===== config.mk =====
export PLATFORM = sky130hd
export DESIGN_NAME = pop3_login_line_classifier_unit
export DESIGN_NICKNAME = d
export VERILOG_FILES = /design/src/design/pcl_pkg.sv /design/src/design/pcl_ram.sv /design/src/design/pcl_front.sv /design/src/design/pcl_job_fifo.sv /design/src/design/pcl_back.sv /design/src/design/pop3_login_line_classifier_unit.sv
export VERILOG_INCLUDE_DIRS = /design/src /design/src/design
export SDC_FILE = /design/constraint.sdc
export NUM_CORES = 1
export LEC_CHECK = 0
export ABC_AREA = 1
export BUFFER_PORTS_ARGS = -buffer_cell sky130_fd_sc_hd__buf_2
export CORE_MARGIN = 2
export CORE_UTILIZATION = 45
export CTS_BUF_LIST = sky130_fd_sc_hd__clkbuf_16
export CTS_CLUSTER_DIAMETER = 200
export CTS_CLUSTER_SIZE = 16
export DETAILED_ROUTE_END_ITERATION = 6
export PLACE_DENSITY_LB_ADDON = 0.12
export SLEW_MARGIN = 15
export SYNTH_ARGS = -nofsm -noshare
export SYNTH_HDL_FRONTEND = slang
export SYNTH_SLANG_ARGS = --single-unit

===== constraint.sdc =====
create_clock -name clock -period 10.69 [get_ports clock]
set_input_delay 2.6725 -clock clock [delete_from_list [all_inputs] [get_ports clock]]
set_output_delay 2.6725 -clock clock [all_outputs]
set_load 0.01 [all_outputs]

===== src/design/assert_macros.svh =====
// Assertion macros used by the classifier back end.
`ifndef ASSERT_MACROS_SVH
`define ASSERT_MACROS_SVH

`ifndef SYNTHESIS
// Clocked check, disabled while reset is high.
`define PCL_ASSERT(lbl, clk, rst, prop, msg) \
   lbl: assert property (@(posedge clk) disable iff (rst) prop) else $error(msg);
// Clocked check that also runs during reset.
`define PCL_ASSERT_NR(lbl, clk, prop, msg) \
   lbl: assert property (@(posedge clk) prop) else $error(msg);
`else
`define PCL_ASSERT(lbl, clk, rst, prop, msg)
`define PCL_ASSERT_NR(lbl, clk, prop, msg)
`endif

`endif


===== src/design/pcl_pkg.sv =====
// Shared types, constants and keyword tables for the login line classifier.
`timescale 1ns / 1ps
package pcl_pkg;

   localparam int SCAN_LIMIT  = 512;
   localparam int NAME_MAX    = 63;
   localparam int STORE_DEPTH = 63;
   localparam int NAME_CAP    = (NAME_MAX < STORE_DEPTH) ? NAME_MAX : STORE_DEPTH;

   localparam int POS_W       = $clog2(SCAN_LIMIT + 1);
   localparam int NAME_W      = $clog2(STORE_DEPTH + 1);
   localparam int BANK_DEPTH  = 2 ** NAME_W;
   localparam int RAM_DEPTH   = 2 * BANK_DEPTH;
   localparam int RAM_AW      = NAME_W + 1;

   localparam int KW_COUNT    = 16;
   localparam int KW_MAX      = 5;
   localparam int KW_IDX_W    = $clog2(KW_MAX);
   localparam int LINE_W      = $clog2(KW_MAX + 1);
   localparam int KW_USER     = 0;
   localparam int KW_PASS     = 1;

   localparam int JOB_Q_DEPTH = 2;
   localparam int JOB_Q_PW    = $clog2(JOB_Q_DEPTH);
   localparam int JOB_Q_CW    = $clog2(JOB_Q_DEPTH + 1);

   localparam logic [7:0] CH_LF       = 8'h0A;
   localparam logic [7:0] CH_CR       = 8'h0D;
   localparam logic [7:0] CH_SP       = 8'h20;
   localparam logic [7:0] CH_TAB      = 8'h09;
   localparam logic [7:0] CH_UP_A     = 8'h41;
   localparam logic [7:0] CH_UP_Z     = 8'h5A;
   localparam logic [7:0] CASE_OFFSET = 8'd32;
   localparam logic [7:0] CH_NUL      = 8'h00;

   typedef enum logic [1:0] {
      VERDICT_NONE  = 2'd0,
      VERDICT_USER  = 2'd1,
      VERDICT_PASS  = 2'd2,
      VERDICT_OTHER = 2'd3
   } verdict_type;

   typedef struct packed {
      verdict_type       verdict;
      logic [NAME_W-1:0] length;
      logic              bank;
   } job_type;

   // Lower-case keyword text, unused tail bytes are zero.
   localparam logic [7:0] KW_TEXT [KW_COUNT][KW_MAX] = '{
      '{"u", "s", "e", "r", " "},
      '{"p", "a", "s", "s", " "},
      '{"s", "t", "a", "t", CH_NUL},
      '{"l", "i", "s", "t", CH_NUL},
      '{"r", "e", "t", "r", CH_NUL},
      '{"d", "e", "l", "e", CH_NUL},
      '{"n", "o", "o", "p", CH_NUL},
      '{"r", "s", "e", "t", CH_NUL},
      '{"q", "u", "i", "t", CH_NUL},
      '{"t", "o", "p", CH_NUL, CH_NUL},
      '{"u", "i", "d", "l", CH_NUL},
      '{"a", "p", "o", "p", CH_NUL},
      '{"c", "a", "p", "a", CH_NUL},
      '{"s", "t", "l", "s", CH_NUL},
      '{"+", "o", "k", CH_NUL, CH_NUL},
      '{"-", "e", "r", "r", CH_NUL}
   };

   localparam logic [LINE_W-1:0] KW_LEN [KW_COUNT] = '{
      LINE_W'(5), LINE_W'(5), LINE_W'(4), LINE_W'(4),
      LINE_W'(4), LINE_W'(4), LINE_W'(4), LINE_W'(4),
      LINE_W'(4), LINE_W'(3), LINE_W'(4), LINE_W'(4),
      LINE_W'(4), LINE_W'(4), LINE_W'(3), LINE_W'(4)
   };

endpackage


===== src/design/pcl_ram.sv =====
// Generic single-write, single-read RAM with registered read data.
`timescale 1ns / 1ps
module pcl_ram #(
   parameter int WIDTH = 8,
   parameter int DEPTH = 128
) (
   input  logic                     clock,
   input  logic                     wr_en,
   input  logic [$clog2(DEPTH)-1:0] wr_addr,
   input  logic [WIDTH-1:0]         wr_data,
   input  logic                     rd_en,
   input  logic [$clog2(DEPTH)-1:0] rd_addr,
   output logic [WIDTH-1:0]         rd_data
);

   logic [WIDTH-1:0] mem_ff [DEPTH];
   logic [WIDTH-1:0] rd_data_ff;

   always_ff @(posedge clock) begin
      if (wr_en) begin
         mem_ff[wr_addr] <= wr_data;
      end
      if (rd_en) begin
         rd_data_ff <= mem_ff[rd_addr];
      end
   end

   assign rd_data = rd_data_ff;

endmodule


===== src/design/pcl_front.sv =====
// Front end: scans packet bytes, matches keywords, collects the user name, posts jobs.
`timescale 1ns / 1ps
module pcl_front (
   input  logic                          clock,
   input  logic                          reset,
   input  logic                          req_valid,
   output logic                          req_stall,
   input  logic [7:0]                    req_data_byte,
   input  logic                          req_last_byte,
   output logic                          job_push,
   output pcl_pkg::job_type              job,
   input  logic                          job_done,
   output logic                          wr_en,
   output logic [pcl_pkg::RAM_AW-1:0]    wr_addr,
   output logic [7:0]                    wr_data
);
   import pcl_pkg::*;

   logic [POS_W-1:0]    pos_ff, pos_in;
   logic [KW_COUNT-1:0] alive_ff, alive_in;
   logic                lf_seen_ff, lf_seen_in;
   logic                cr_pend_ff, cr_pend_in;
   logic                started_ff, started_in;
   logic [NAME_W-1:0]   cnt_ff, cnt_in;
   logic [NAME_W-1:0]   trim_ff, trim_in;
   logic [LINE_W-1:0]   line_ff, line_in;
   logic [NAME_W-1:0]   run_ff, run_in;
   logic                bank_ff, bank_in;
   logic [1:0]          busy_ff, busy_in;

   logic                accept;
   logic [7:0]          lc;
   logic                blank;
   logic                store_en;
   verdict_type         verdict;
   logic                found;

   // Two name banks: hold input once both carry packets not yet drained.
   assign req_stall = (busy_ff == 2'd2);
   assign accept    = req_valid && !req_stall;

   assign lc    = (req_data_byte >= CH_UP_A && req_data_byte <= CH_UP_Z) ?
                  req_data_byte + CASE_OFFSET : req_data_byte;
   assign blank = (req_data_byte == CH_SP) || (req_data_byte == CH_TAB);

   always_comb begin
      pos_in     = pos_ff;
      alive_in   = alive_ff;
      lf_seen_in = lf_seen_ff;
      cr_pend_in = cr_pend_ff;
      started_in = started_ff;
      cnt_in     = cnt_ff;
      trim_in    = trim_ff;
      line_in    = line_ff;
      run_in     = run_ff;
      store_en   = 1'b0;
      if (!lf_seen_ff && pos_ff < POS_W'(SCAN_LIMIT)) begin
         if (req_data_byte == CH_LF) begin
            lf_seen_in = 1'b1;
            cr_pend_in = 1'b0;
            line_in    = (pos_ff >= POS_W'(KW_MAX)) ? LINE_W'(KW_MAX) : pos_ff[LINE_W-1:0];
         end else begin
            // A CR not followed by LF counts as a name byte after all.
            if (cr_pend_ff) begin
               trim_in    = run_ff;
               cr_pend_in = 1'b0;
            end
            if (pos_ff < POS_W'(KW_MAX)) begin
               for (int k = 0; k < KW_COUNT; k++) begin
                  if (POS_W'(KW_LEN[k]) > pos_ff &&
                      lc != KW_TEXT[k][pos_ff[KW_IDX_W-1:0]]) begin
                     alive_in[k] = 1'b0;
                  end
               end
            end
            if (alive_in[KW_USER] && pos_ff >= POS_W'(KW_MAX) && (started_ff || !blank)) begin
               started_in = 1'b1;
               if (cnt_ff < NAME_W'(NAME_CAP)) begin
                  store_en = 1'b1;
                  cnt_in   = cnt_ff + 1'b1;
               end
               if (run_ff < NAME_W'(NAME_CAP)) begin
                  run_in = run_ff + 1'b1;
               end
               if (req_data_byte == CH_CR) begin
                  cr_pend_in = 1'b1;
               end else if (!blank) begin
                  trim_in = run_in;
               end
            end
         end
      end
      if (pos_ff < POS_W'(SCAN_LIMIT)) begin
         pos_in = pos_ff + 1'b1;
      end
   end

   // First live keyword that fits within the line wins.
   always_comb begin
      verdict = VERDICT_NONE;
      found   = 1'b0;
      if (lf_seen_in && pos_in >= POS_W'(KW_MAX)) begin
         for (int k = 0; k < KW_COUNT; k++) begin
            if (!found && alive_in[k] && line_in >= KW_LEN[k]) begin
               found   = 1'b1;
               verdict = (k == KW_USER) ? VERDICT_USER :
                         (k == KW_PASS) ? VERDICT_PASS : VERDICT_OTHER;
            end
         end
      end
   end

   assign job_push       = accept && req_last_byte;
   assign job.verdict    = verdict;
   assign job.length     = (verdict == VERDICT_USER) ? trim_in : '0;
   assign job.bank       = bank_ff;

   assign wr_en   = accept && store_en;
   assign wr_addr = {bank_ff, cnt_ff};
   assign wr_data = req_data_byte;

   assign bank_in = job_push ? !bank_ff : bank_ff;
   assign busy_in = busy_ff + {1'b0, job_push} - {1'b0, job_done};

   always_ff @(posedge clock) begin
      if (reset || job_push) begin
         pos_ff     <= '0;
         alive_ff   <= '1;
         lf_seen_ff <= 1'b0;
         cr_pend_ff <= 1'b0;
         started_ff <= 1'b0;
         cnt_ff     <= '0;
         trim_ff    <= '0;
         line_ff    <= '0;
         run_ff     <= '0;
      end else if (accept) begin
         pos_ff     <= pos_in;
         alive_ff   <= alive_in;
         lf_seen_ff <= lf_seen_in;
         cr_pend_ff <= cr_pend_in;
         started_ff <= started_in;
         cnt_ff     <= cnt_in;
         trim_ff    <= trim_in;
         line_ff    <= line_in;
         run_ff     <= run_in;
      end
   end

   always_ff @(posedge clock) begin
      if (reset) begin
         bank_ff <= 1'b0;
         busy_ff <= 2'd0;
      end else begin
         bank_ff <= bank_in;
         busy_ff <= busy_in;
      end
   end

endmodule


===== src/design/pcl_job_fifo.sv =====
// Short job queue between the front end and the result sequencer.
`timescale 1ns / 1ps
module pcl_job_fifo (
   input  logic             clock,
   input  logic             reset,
   input  logic             push,
   input  pcl_pkg::job_type push_job,
   input  logic             pop,
   output logic             empty,
   output pcl_pkg::job_type head
);
   import pcl_pkg::*;

   job_type               q_ff [JOB_Q_DEPTH];
   logic [JOB_Q_PW-1:0]   wr_ptr_ff, wr_ptr_in;
   logic [JOB_Q_PW-1:0]   rd_ptr_ff, rd_ptr_in;
   logic [JOB_Q_CW-1:0]   count_ff, count_in;

   assign empty = (count_ff == '0);
   assign head  = q_ff[rd_ptr_ff];

   always_comb begin
      wr_ptr_in = wr_ptr_ff;
      rd_ptr_in = rd_ptr_ff;
      if (push) begin
         wr_ptr_in = (wr_ptr_ff == JOB_Q_PW'(JOB_Q_DEPTH - 1)) ? '0 : wr_ptr_ff + 1'b1;
      end
      if (pop) begin
         rd_ptr_in = (rd_ptr_ff == JOB_Q_PW'(JOB_Q_DEPTH - 1)) ? '0 : rd_ptr_ff + 1'b1;
      end
      count_in = count_ff + {{(JOB_Q_CW-1){1'b0}}, push} - {{(JOB_Q_CW-1){1'b0}}, pop};
   end

   always_ff @(posedge clock) begin
      if (push) begin
         q_ff[wr_ptr_ff] <= push_job;
      end
   end

   always_ff @(posedge clock) begin
      if (reset) begin
         wr_ptr_ff <= '0;
         rd_ptr_ff <= '0;
         count_ff  <= '0;
      end else begin
         wr_ptr_ff <= wr_ptr_in;
         rd_ptr_ff <= rd_ptr_in;
         count_ff  <= count_in;
      end
   end

endmodule


===== src/design/pcl_back.sv =====
// Back end: takes jobs and sends the verdict and the stored name bytes.
`timescale 1ns / 1ps
`include "assert_macros.svh"
module pcl_back (
   input  logic                       clock,
   input  logic                       reset,
   input  logic                       q_empty,
   input  pcl_pkg::job_type           q_head,
   output logic                       q_pop,
   output logic                       job_done,
   output logic                       rd_en,
   output logic [pcl_pkg::RAM_AW-1:0] rd_addr,
   input  logic [7:0]                 rd_data,
   output logic                       rsp_valid,
   input  logic                       rsp_stall,
   output logic [1:0]                 rsp_verdict,
   output logic [7:0]                 rsp_name_byte,
   output logic                       rsp_name_valid,
   output logic [5:0]                 rsp_name_length,
   output logic                       rsp_last_result
);
   import pcl_pkg::*;

   typedef enum logic [1:0] {
      BK_IDLE = 2'b01,
      BK_NAME = 2'b10
   } back_state_type;

   back_state_type    state_ff, state_in;
   job_type           job_ff, job_in;
   logic [NAME_W-1:0] idx_ff, idx_in;
   logic              rd_pend_ff;
   logic              rd_last_ff, rd_last_in;

   logic              rsp_valid_ff, rsp_valid_in;
   verdict_type       rsp_verdict_ff, rsp_verdict_in;
   logic [7:0]        rsp_byte_ff, rsp_byte_in;
   logic              rsp_nvalid_ff, rsp_nvalid_in;
   logic [5:0]        rsp_len_ff, rsp_len_in;
   logic              rsp_last_ff, rsp_last_in;

   logic              out_free;

   assign out_free = !rsp_valid_ff || !rsp_stall;
   assign rd_addr  = {job_ff.bank, idx_ff};

   always_comb begin
      state_in       = state_ff;
      job_in         = job_ff;
      idx_in         = idx_ff;
      rd_last_in     = rd_last_ff;
      q_pop          = 1'b0;
      job_done       = 1'b0;
      rd_en          = 1'b0;
      rsp_valid_in   = rsp_valid_ff && rsp_stall;
      rsp_verdict_in = rsp_verdict_ff;
      rsp_byte_in    = rsp_byte_ff;
      rsp_nvalid_in  = rsp_nvalid_ff;
      rsp_len_in     = rsp_len_ff;
      rsp_last_in    = rsp_last_ff;
      unique case (state_ff)
         BK_IDLE: begin
            if (!q_empty && out_free) begin
               q_pop  = 1'b1;
               job_in = q_head;
               idx_in = '0;
               if (q_head.length == '0) begin
                  rsp_valid_in   = 1'b1;
                  rsp_verdict_in = q_head.verdict;
                  rsp_byte_in    = CH_NUL;
                  rsp_nvalid_in  = 1'b0;
                  rsp_len_in     = '0;
                  rsp_last_in    = 1'b1;
                  job_done       = 1'b1;
               end else begin
                  state_in = BK_NAME;
               end
            end
         end
         BK_NAME: begin
            if (rd_pend_ff) begin
               // Output register was free when the read went out.
               rsp_valid_in   = 1'b1;
               rsp_verdict_in = job_ff.verdict;
               rsp_byte_in    = rd_data;
               rsp_nvalid_in  = 1'b1;
               rsp_len_in     = 6'(job_ff.length);
               rsp_last_in    = rd_last_ff;
               if (rd_last_ff) begin
                  job_done = 1'b1;
                  state_in = BK_IDLE;
               end
            end else if (out_free) begin
               rd_en      = 1'b1;
               idx_in     = idx_ff + 1'b1;
               rd_last_in = ((idx_ff + 1'b1) == job_ff.length);
            end
         end
         default: begin
            state_in = BK_IDLE;
         end
      endcase
   end

   always_ff @(posedge clock) begin
      job_ff         <= job_in;
      idx_ff         <= idx_in;
      rd_last_ff     <= rd_last_in;
      rsp_verdict_ff <= rsp_verdict_in;
      rsp_byte_ff    <= rsp_byte_in;
      rsp_nvalid_ff  <= rsp_nvalid_in;
      rsp_len_ff     <= rsp_len_in;
      rsp_last_ff    <= rsp_last_in;
   end

   always_ff @(posedge clock) begin
      if (reset) begin
         state_ff     <= BK_IDLE;
         rd_pend_ff   <= 1'b0;
         rsp_valid_ff <= 1'b0;
      end else begin
         state_ff     <= state_in;
         rd_pend_ff   <= rd_en;
         rsp_valid_ff <= rsp_valid_in;
      end
   end

   assign rsp_valid       = rsp_valid_ff;
   assign rsp_verdict     = rsp_verdict_ff;
   assign rsp_name_byte   = rsp_byte_ff;
   assign rsp_name_valid  = rsp_nvalid_ff;
   assign rsp_name_length = rsp_len_ff;
   assign rsp_last_result = rsp_last_ff;

   `PCL_ASSERT(a_rd_into_free_slot, clock, reset, rd_pend_ff |-> !rsp_valid_ff, "read data would overwrite a held result")
   `PCL_ASSERT(a_done_shows_last, clock, reset, job_done |=> (rsp_valid_ff && rsp_last_ff), "job finished without a final result")
   `PCL_ASSERT(a_idx_in_range, clock, reset, (state_ff == BK_NAME) |-> (idx_ff <= job_ff.length), "name read index past name length")
   `PCL_ASSERT(a_name_only_user, clock, reset, (rsp_valid_ff && rsp_nvalid_ff) |-> (rsp_verdict_ff == VERDICT_USER), "name byte on a non-user verdict")
   `PCL_ASSERT_NR(a_reset_idle, clock, reset |=> (!rd_pend_ff && !rsp_valid_ff && state_ff == BK_IDLE), "back end not idle after reset")

endmodule


===== src/design/pop3_login_line_classifier_unit.sv =====
// Top level of the login line classifier: front end, job queue, name RAM, back end.
//
// Usage:
//  - Input channel req_*: one payload byte per transfer, req_last_byte marks the
//    packet's last byte. A byte can be taken every cycle while req_stall is low.
//  - Result channel rsp_*: at the end of each packet, one result with the verdict,
//    or for a user line with a non-empty name one result per name byte.
//    rsp_last_result marks the packet's final result.
//  - Result path: a verdict-only result passes through the job queue and the output
//    register; the first name byte of a user line also passes the registered name RAM read.
//    Name bytes leave one at a time: each waits for the registered read
//    of the name RAM, issued only once the single output register can take it.
//  - The name RAM holds two banks; req_stall rises while two finished packets are
//    still waiting to be sent, so a third packet waits for the older one to drain.
//  - A stall on rsp_stall holds the output register; the front keeps taking bytes
//    until both banks are in use.
//  - Reset (synchronous, active high) clears packet state, the job queue and the
//    output register; no clearing pass is needed.
`timescale 1ns / 1ps
module pop3_login_line_classifier_unit (
   input  logic       clock,
   input  logic       reset,
   input  logic       req_valid,
   output logic       req_stall,
   input  logic [7:0] req_data_byte,
   input  logic       req_last_byte,
   output logic       rsp_valid,
   input  logic       rsp_stall,
   output logic [1:0] rsp_verdict,
   output logic [7:0] rsp_name_byte,
   output logic       rsp_name_valid,
   output logic [5:0] rsp_name_length,
   output logic       rsp_last_result
);
   import pcl_pkg::*;

   logic              job_push;
   job_type           push_job;
   logic              job_done;
   logic              q_pop;
   logic              q_empty;
   job_type           q_head;
   logic              wr_en;
   logic [RAM_AW-1:0] wr_addr;
   logic [7:0]        wr_data;
   logic              rd_en;
   logic [RAM_AW-1:0] rd_addr;
   logic [7:0]        rd_data;

   pcl_front u_front (
      .clock         (clock),
      .reset         (reset),
      .req_valid     (req_valid),
      .req_stall     (req_stall),
      .req_data_byte (req_data_byte),
      .req_last_byte (req_last_byte),
      .job_push      (job_push),
      .job           (push_job),
      .job_done      (job_done),
      .wr_en         (wr_en),
      .wr_addr       (wr_addr),
      .wr_data       (wr_data)
   );

   pcl_job_fifo u_queue (
      .clock    (clock),
      .reset    (reset),
      .push     (job_push),
      .push_job (push_job),
      .pop      (q_pop),
      .empty    (q_empty),
      .head     (q_head)
   );

   pcl_ram #(
      .WIDTH (8),
      .DEPTH (RAM_DEPTH)
   ) u_name_ram (
      .clock   (clock),
      .wr_en   (wr_en),
      .wr_addr (wr_addr),
      .wr_data (wr_data),
      .rd_en   (rd_en),
      .rd_addr (rd_addr),
      .rd_data (rd_data)
   );

   pcl_back u_back (
      .clock           (clock),
      .reset           (reset),
      .q_empty         (q_empty),
      .q_head          (q_head),
      .q_pop           (q_pop),
      .job_done        (job_done),
      .rd_en           (rd_en),
      .rd_addr         (rd_addr),
      .rd_data         (rd_data),
      .rsp_valid       (rsp_valid),
      .rsp_stall       (rsp_stall),
      .rsp_verdict     (rsp_verdict),
      .rsp_name_byte   (rsp_name_byte),
      .rsp_name_valid  (rsp_name_valid),
      .rsp_name_length (rsp_name_length),
      .rsp_last_result (rsp_last_result)
   );

endmodule


==> key figures, run 1 <==
Status
  • Status: complete, no violations

STA
  • Min Clock Period, post-route: 7.25 ns
  • Rel. slew slack: 20.2%
  • Clk_skew: 0.0272 ns
  • Fin. Hold Viols: 0
  • RSZ-0062 raised after global routing: false
  • Setup TNS: 0 ns
  • Hold WS: 0.456 ns
  • Fmax achieved: roughly 140 MHz
  • Fin. max-slew vios: 0
  • Measured slew at the worst slew-check pin: between 1 and 1.5 ns
  • Setup violations, final: 0
  • Final Cycle Share: 67.9%

Synthesis
  • Top cell type's share of synthesized area: 68.6%
  • Main area contributors after synthesis: edfxtp_1 69%, o21ai_0 7.4%, nor2_1 7.4%
  • Mapped Cells: ~4,000
  • Mapped Avg Cell Area: 11.8 µm²
  • Netlist cell types: 52
  • Mapped Nets: slightly above 4,000
  • Yosys warnings: 0
  • Post-synth top flop: edfxtp_1
  • Cell area after synthesis: 0.0475 mm²
  • EDFF count, synth: 1,084
  • FF+latch count, synth: 1,146
  • Leading area contributor after synthesis: edfxtp_1
  • Register area share after synthesis: 71.2%
  • Synth async-reset ratio: 0%

GRT
  • First-pass GRT wire length: slightly above 200,000 µm
  • Total GRT Usage: 25.3%
  • Grt ovf: 0
  • Pin count of the biggest net entering global routing: 163
  • Vias in the first global route: 30,101
  • Initial antenna violation count: 5

Route
  • DR vias: 31,301
  • DRT iter0 DRCs: 3,273
  • DRC viols: 0
  • Total Wirelength: roughly 140,000 µm
  • Wire per inst: 25.8 µm
  • Drt pass-1 iters: 5
  • DRT antenna net count: 0
  • DR vias/cell: 5.86

Clock tree
  • Max clock buf depth: 3
  • # Post-CTS Setup Buffers: 0
  • Resize count post-CTS: 0
  • CTS sink count: 1,146
  • Hold buffers post-CTS: 0
  • CTS tree: yes
  • CTS H-Tree Depth: 3
  • Clk Latency, worst-skew pair: approximately 0.67 ns
  • Clock transition at path regs: approximately 0.070 ns
  • TritonCTS Buffers: 81
  • CTS root buffer: clkbuf_16

Placement
  • Post-DP HPWL: 84,800 µm
  • Routability congestion estimate: 0.901
  • IO buf count: 32
  • Number of instances in the placed design: 5,228
  • Post-DP Area: 0.0488 mm²

Finish
  • Share of cells above drive strength 1: 5.76%
  • Cell area after layout: 0.0510 mm²
  • Final cell count without fillers: 5,337
  • # nets final: 3,951
  • Area Growth Syn to Fin: 7.39%
  • Most frequent cells in the layout: 1,084 x edfxtp_1, 934 x nor2_1, 701 x o21ai_0
  • Commonest non-fill, non-tap cell in the layout: edfxtp_1
  • Register area: 0.0338 mm²
  • Fillers: 9,381
  • Area of the multi-input gates: 0.0121 mm²

Worst setup path
  • WP data arrival: about 7.5 ns
  • CP max FO: 66
  • CP required: 10.96 ns
  • Crit Path Category: in -> reg
  • R2R Setup Slk: 4.87 ns
  • Startpoint types: input port
  • Critical path endpoint category: register

Power
  • Proportion of power drawn by the clock network: 23.7%
  • Comb pwr share: 34.8%
  • Internal: 7.49 mW
  • Tot Pwr: 12.2 mW
  • Sw Pwr: 4.71 mW
  • Switching portion of total power: 38.6%
  • Seq pwr share: 41.5%
  • Leak pwr: 16.6 nW
  • Max IR drop VDD: about 0.13 mV
  • Pwr per Cell Area: 239 mW/mm²

Floorplanning
  • Core area: 0.105 mm²
  • Initial core utilization: 45.2%
  • Die ar.: 0.108 mm²
  • Std-Cell Rows: 119
  • Die width: 329 µm
  • Die height: 329 µm
  • Ports: 33

Hold path
  • Worst Hold Class: reg -> reg

Run
  • Max cap viols: 0
-- state kept, by name, indices dropped and copies added (netlist names), 3 cells and up, named ones only --
name and cells:
u_back.rsp_name_byte 8, u_back.job_ff 8, u_front.pos_ff 10, u_front.trim_ff 6
u_front.cnt_ff 6, u_front.alive_ff 16, u_queue.q_ff 18, u_name_ram.rd_data 8
u_back.idx_ff 6, u_name_ram.mem_ff 1024, u_front.line_ff 3, u_front.run_ff 6
u_back.rsp_name_length 6
-- kinds of logic after synthesis --
group | share of synthesized area (%)
simple gates | 10.7
flops | 71.2
compound gates | 13.2
buf+inv | 3.38
xor+xnor | 0.812
fa+ha+maj | 0.475
mux | 0.274
-- stage by stage --
step	worst slack [ns]	utilization, %
after floorplan	5.31	-
after detailed placement	2.75	46.4
after global placement	2.76	46.4
after global routing	3.09	48.6
after CTS	3.47	48.6
final	3.44	48.6
-- Yosys cell counts, types with 8 or more instances --
master / n
nand3_1: 35
clkinv_1: 10
o32ai_1: 36
nor2_1: 934
o21ai_0: 701
edfxtp_1: 1084
clkbuf_1: 229
inv_2: 9
nand2_1: 203
dfxtp_1: 62
xor2_1: 37
buf_2: 8
nand2_2: 9
o22ai_1: 300
mux2_2: 8
nor3_1: 25
o211ai_1: 13
ha_1: 18
a21oi_1: 61
nand4_1: 18
inv_1: 131
-- worst paths after layout --
path	start	to	depth (start not counted)
setup / recovery	req_data_byte[1]	u_name_ram.mem_ff[63][3]	19
hold reg to reg	u_queue.count_ff[1]	u_queue.count_ff[1]	1
setup reg to reg	u_front.pos_ff[2]	u_name_ram.mem_ff[63][3]	17
hold / removal	u_queue.count_ff[1]	u_queue.count_ff[1]	1
-- routing by layer --
layer	GRT usage (%)	part of all wire, %	up-vias
met5	0	0.023	-
met4	8.37	3.1	6
met3	3.73	7.2	217
met2	39.5	46	1230
met1	36.3	44	15535
li1	-	-	14313
-- final cells by class --
cell class | instances | share of cell area (%)
Sequential cell | 1146 | 66.3
Multi-Input combinational cell | 2460 | 23.7
Clock buffer | 84 | 4.12
Tap cell | 1391 | 3.41
Inverter | 156 | 1.23
Timing Repair Buffer | 75 | 1.03
Clock inverter | 23 | 0.214
Antenna cell | 2 | 0.00982
-- worst max-delay path, stage by stage --
cell and delay (ns):
buf_4 0.71, nand2_1 0.11, nand2_1 0.11, nand2_2 0.07, nand3_2 0.09, nand2_2 0.08, nand2_1 0.11, nand2_2 0.07
nor2_4 0.20, nand2_2 0.09, nand2_1 0.09, nand3_2 0.08, a21oi_4 0.17, nand3_4 0.19, nor2_4 0.56, nand2_1 0.73
nor2_1 0.33, nand2_1 0.16, nor3_1 0.81
-- power by group through the flow --
stage          Clock [mW]  Combinational [mW]  Sequential, mW
4_1_cts              2.94                4.20            5.07
6_report             2.89                4.25            5.07
5_1_grt              3.08                4.59            5.07
2_1_floorplan           0                2.58            5.14
3_3_place_gp            0                4.20            5.17
3_5_place_dp            0                4.18            5.17
No activity file was read; power rests on OpenSTA's default activity.
==> inputs of run 2 (changes only) <==
==> constraint.sdc (replaced) <==
create_clock -name clock -period 6.3 [get_ports clock]
set_input_delay 1.575 -clock clock [delete_from_list [all_inputs] [get_ports clock]]
set_output_delay 1.575 -clock clock [all_outputs]
set_load 0.01 [all_outputs]
==> run 2 against run 1 <==
Non-clock buffer count increased by 145. Clock power increased by 70%. Worst setup slack got worse by 1.7 ns.
==> key figures, run 2 (same netlist as run 1, synthesis figures left out) <==
Worst setup path
  • R2R Setup Slk: 1.84 ns (-3.03 ns)
  • Critical path endpoint category: register
  • WP data arrival: 4.94 ns (-2.58 ns)
  • CP required: 6.68 ns (-4.28 ns)
  • CP max FO: 40 (-39%)
  • Crit Path Category: in -> reg
  • Startpoint types: input port

STA
  • Fin. max-slew vios: 0 (unchanged)
  • Setup violations, final: 0 (unchanged)
  • Hold WS: 0.461 ns (+0.00478 ns)
  • RSZ-0062 raised after global routing: false
  • Setup TNS: 0 ns (unchanged)
  • Clk_skew: 0.0236 ns (-0.00359 ns)
  • Final Cycle Share: between 70 and 80%
  • Rel. slew slack: 27.6% (+7.4 points)
  • Fmax achieved: ~220 MHz
  • Min Clock Period, post-route: 4.56 ns
  • Fin. Hold Viols: 0 (unchanged)
  • Measured slew at the worst slew-check pin: 1.08 ns (-0.111 ns)

Floorplanning
  • Core area: 0.105 mm² (unchanged)
  • Std-Cell Rows: 119 (unchanged)
  • Die ar.: 0.108 mm² (unchanged)
  • Initial core utilization: 45.2% (unchanged)
  • Die width: 329 µm (unchanged)
  • Ports: 33 (unchanged)
  • Die height: 329 µm (unchanged)

GRT
  • Vias in the first global route: 31,023 (+3.1%)
  • Grt ovf: 0 (unchanged)
  • First-pass GRT wire length: 204,000 µm (+1.3%)
  • Initial antenna violation count: 1 (-4)
  • Pin count of the biggest net entering global routing: 192 (+18%)
  • Total GRT Usage: 25.4% (+0.16 points)

Route
  • DRT iter0 DRCs: 3,537 (+8.1%)
  • DR vias: 32,040 (+2.4%)
  • Wire per inst: 25.4 µm (-1.8%)
  • DRT antenna net count: 0 (unchanged)
  • Drt pass-1 iters: 6 (+1)
  • DRC viols: 0 (unchanged)
  • Total Wirelength: 139,000 µm (+0.94%)
  • DR vias/cell: 5.84 (-0.40%)

Clock tree
  • Max clock buf depth: 3 (unchanged)
  • CTS sink count: 1,146 (unchanged)
  • Clock transition at path regs: 0.08 ns (about the same)
  • Hold buffers post-CTS: 0 (unchanged)
  • CTS tree: yes
  • # Post-CTS Setup Buffers: 0 (unchanged)
  • Resize count post-CTS: 0 (unchanged)
  • TritonCTS Buffers: 81 (unchanged)
  • CTS H-Tree Depth: 3 (unchanged)
  • Clk Latency, worst-skew pair: 0.66 ns (about the same)
  • CTS root buffer: clkbuf_16

Finish
  • Biggest register: u_name_ram.mem_ff
  • Area Growth Syn to Fin: 9.90%
  • Share of cells above drive strength 1: 9.09% (+3.3 points)
  • Most frequent cells in the layout: 1,084 x edfxtp_1, 934 x nor2_1, 701 x o21ai_0
  • Register area: 0.0338 mm² (unchanged)
  • Area of the multi-input gates: 0.0121 mm² (about the same)
  • Fillers: 9,363 (-0.19%)
  • # nets final: 4,096 (+3.7%)
  • Finished Core Util: 49.7% (+1.1 points)
  • Commonest non-fill, non-tap cell in the layout: edfxtp_1
  • Final cell count without fillers: 5,485 (+2.8%)
  • Max reg flops: 1,024 (unchanged)
  • Largest registers: u_name_ram.mem_ff (1024), u_queue.q_ff (18), u_front.alive_ff (16)

Placement
  • Post-DP HPWL: 85,300 µm (+0.58%)
  • Routability congestion estimate: 0.888 (-1.4%)
  • Number of instances in the placed design: 5,373 (+2.8%)
  • IO buf count: 32 (unchanged)

Power
  • Max IR drop VDD: 0.330 mV (+150%)
  • Leak pwr: 17.4 nW (+4.9%)
  • Pwr per Cell Area: 397 mW/mm² (+66%)

Status
  • Status: complete, no violations

Hold path
  • Worst Hold Class: reg -> reg

Run
  • Max cap viols: 0 (unchanged)
-- run 2: changes by cell type in the layout (fill, tap and decap cells not counted), sizes merged --
cell,change
inv,+2
buf,+145
diode,+1
-- run 2: critical path: stages --
cell	delay, ns
buf_6	0.32
inv_6	0.11
nand2_1	0.11
nand2_2	0.07
nand3_2	0.09
nand2_2	0.09
nand2_1	0.09
nand2_2	0.07
nor2_4	0.20
nand2_2	0.08
nand2_1	0.08
nand3_2	0.08
a21oi_4	0.17
nand3_4	0.21
nor2_4	0.31
inv_4	0.08
nor3_4	0.43
nand2_4	0.20
nor2_1	0.25
buf_4	0.20
-- run 2: path summary, 6_finish.rpt --
check,from,end,cells after the start
setup / recovery,req_data_byte[2],u_name_ram.mem_ff[79][7],20
hold / removal,u_front.busy_ff[1],u_front.busy_ff[1],1
setup reg to reg,u_front.pos_ff[1],u_name_ram.mem_ff[79][7],19
hold reg to reg,u_front.busy_ff[1],u_front.busy_ff[1],1
-- run 2: where the power goes --
group          switching (mW)  internal (mW)
clock                    2.52           2.38
combinational            5.30           1.92
sequential             0.0970           8.48
total                    7.92           12.8
-- run 2: area by class of cell --
| type | count | area share [%] |
|---|---|---|
| clock buffer | 84 | 4.03 |
| multi-input combinational | 2460 | 23.2 |
| sequential | 1146 | 64.8 |
| antenna | 3 | 0.0144 |
| tap | 1391 | 3.34 |
| clock inverter | 25 | 0.223 |
| inverter | 156 | 1.20 |
| timing repair buffer | 220 | 3.26 |
-- run 2: stage by stage --
step	area, µm²	total power, mW	worst slack, ns
floorplan	47500	13.1	2.02
global placement	49900	15.9	1.11
detailed placement	49900	15.8	1.08
CTS	52200	20.7	1.79
global route	52200	21.6	1.56
finish	52200	20.7	1.74
-- run 2: layer usage --
metal  global-route usage, %  vias up  wire length [µm]
met5                       0        -                 0
met4                    7.02        0              3330
met3                    3.26      185              8690
met2                    40.7     1180             65300
met1                    36.6    16044             61800
li1                        -    14631                 -
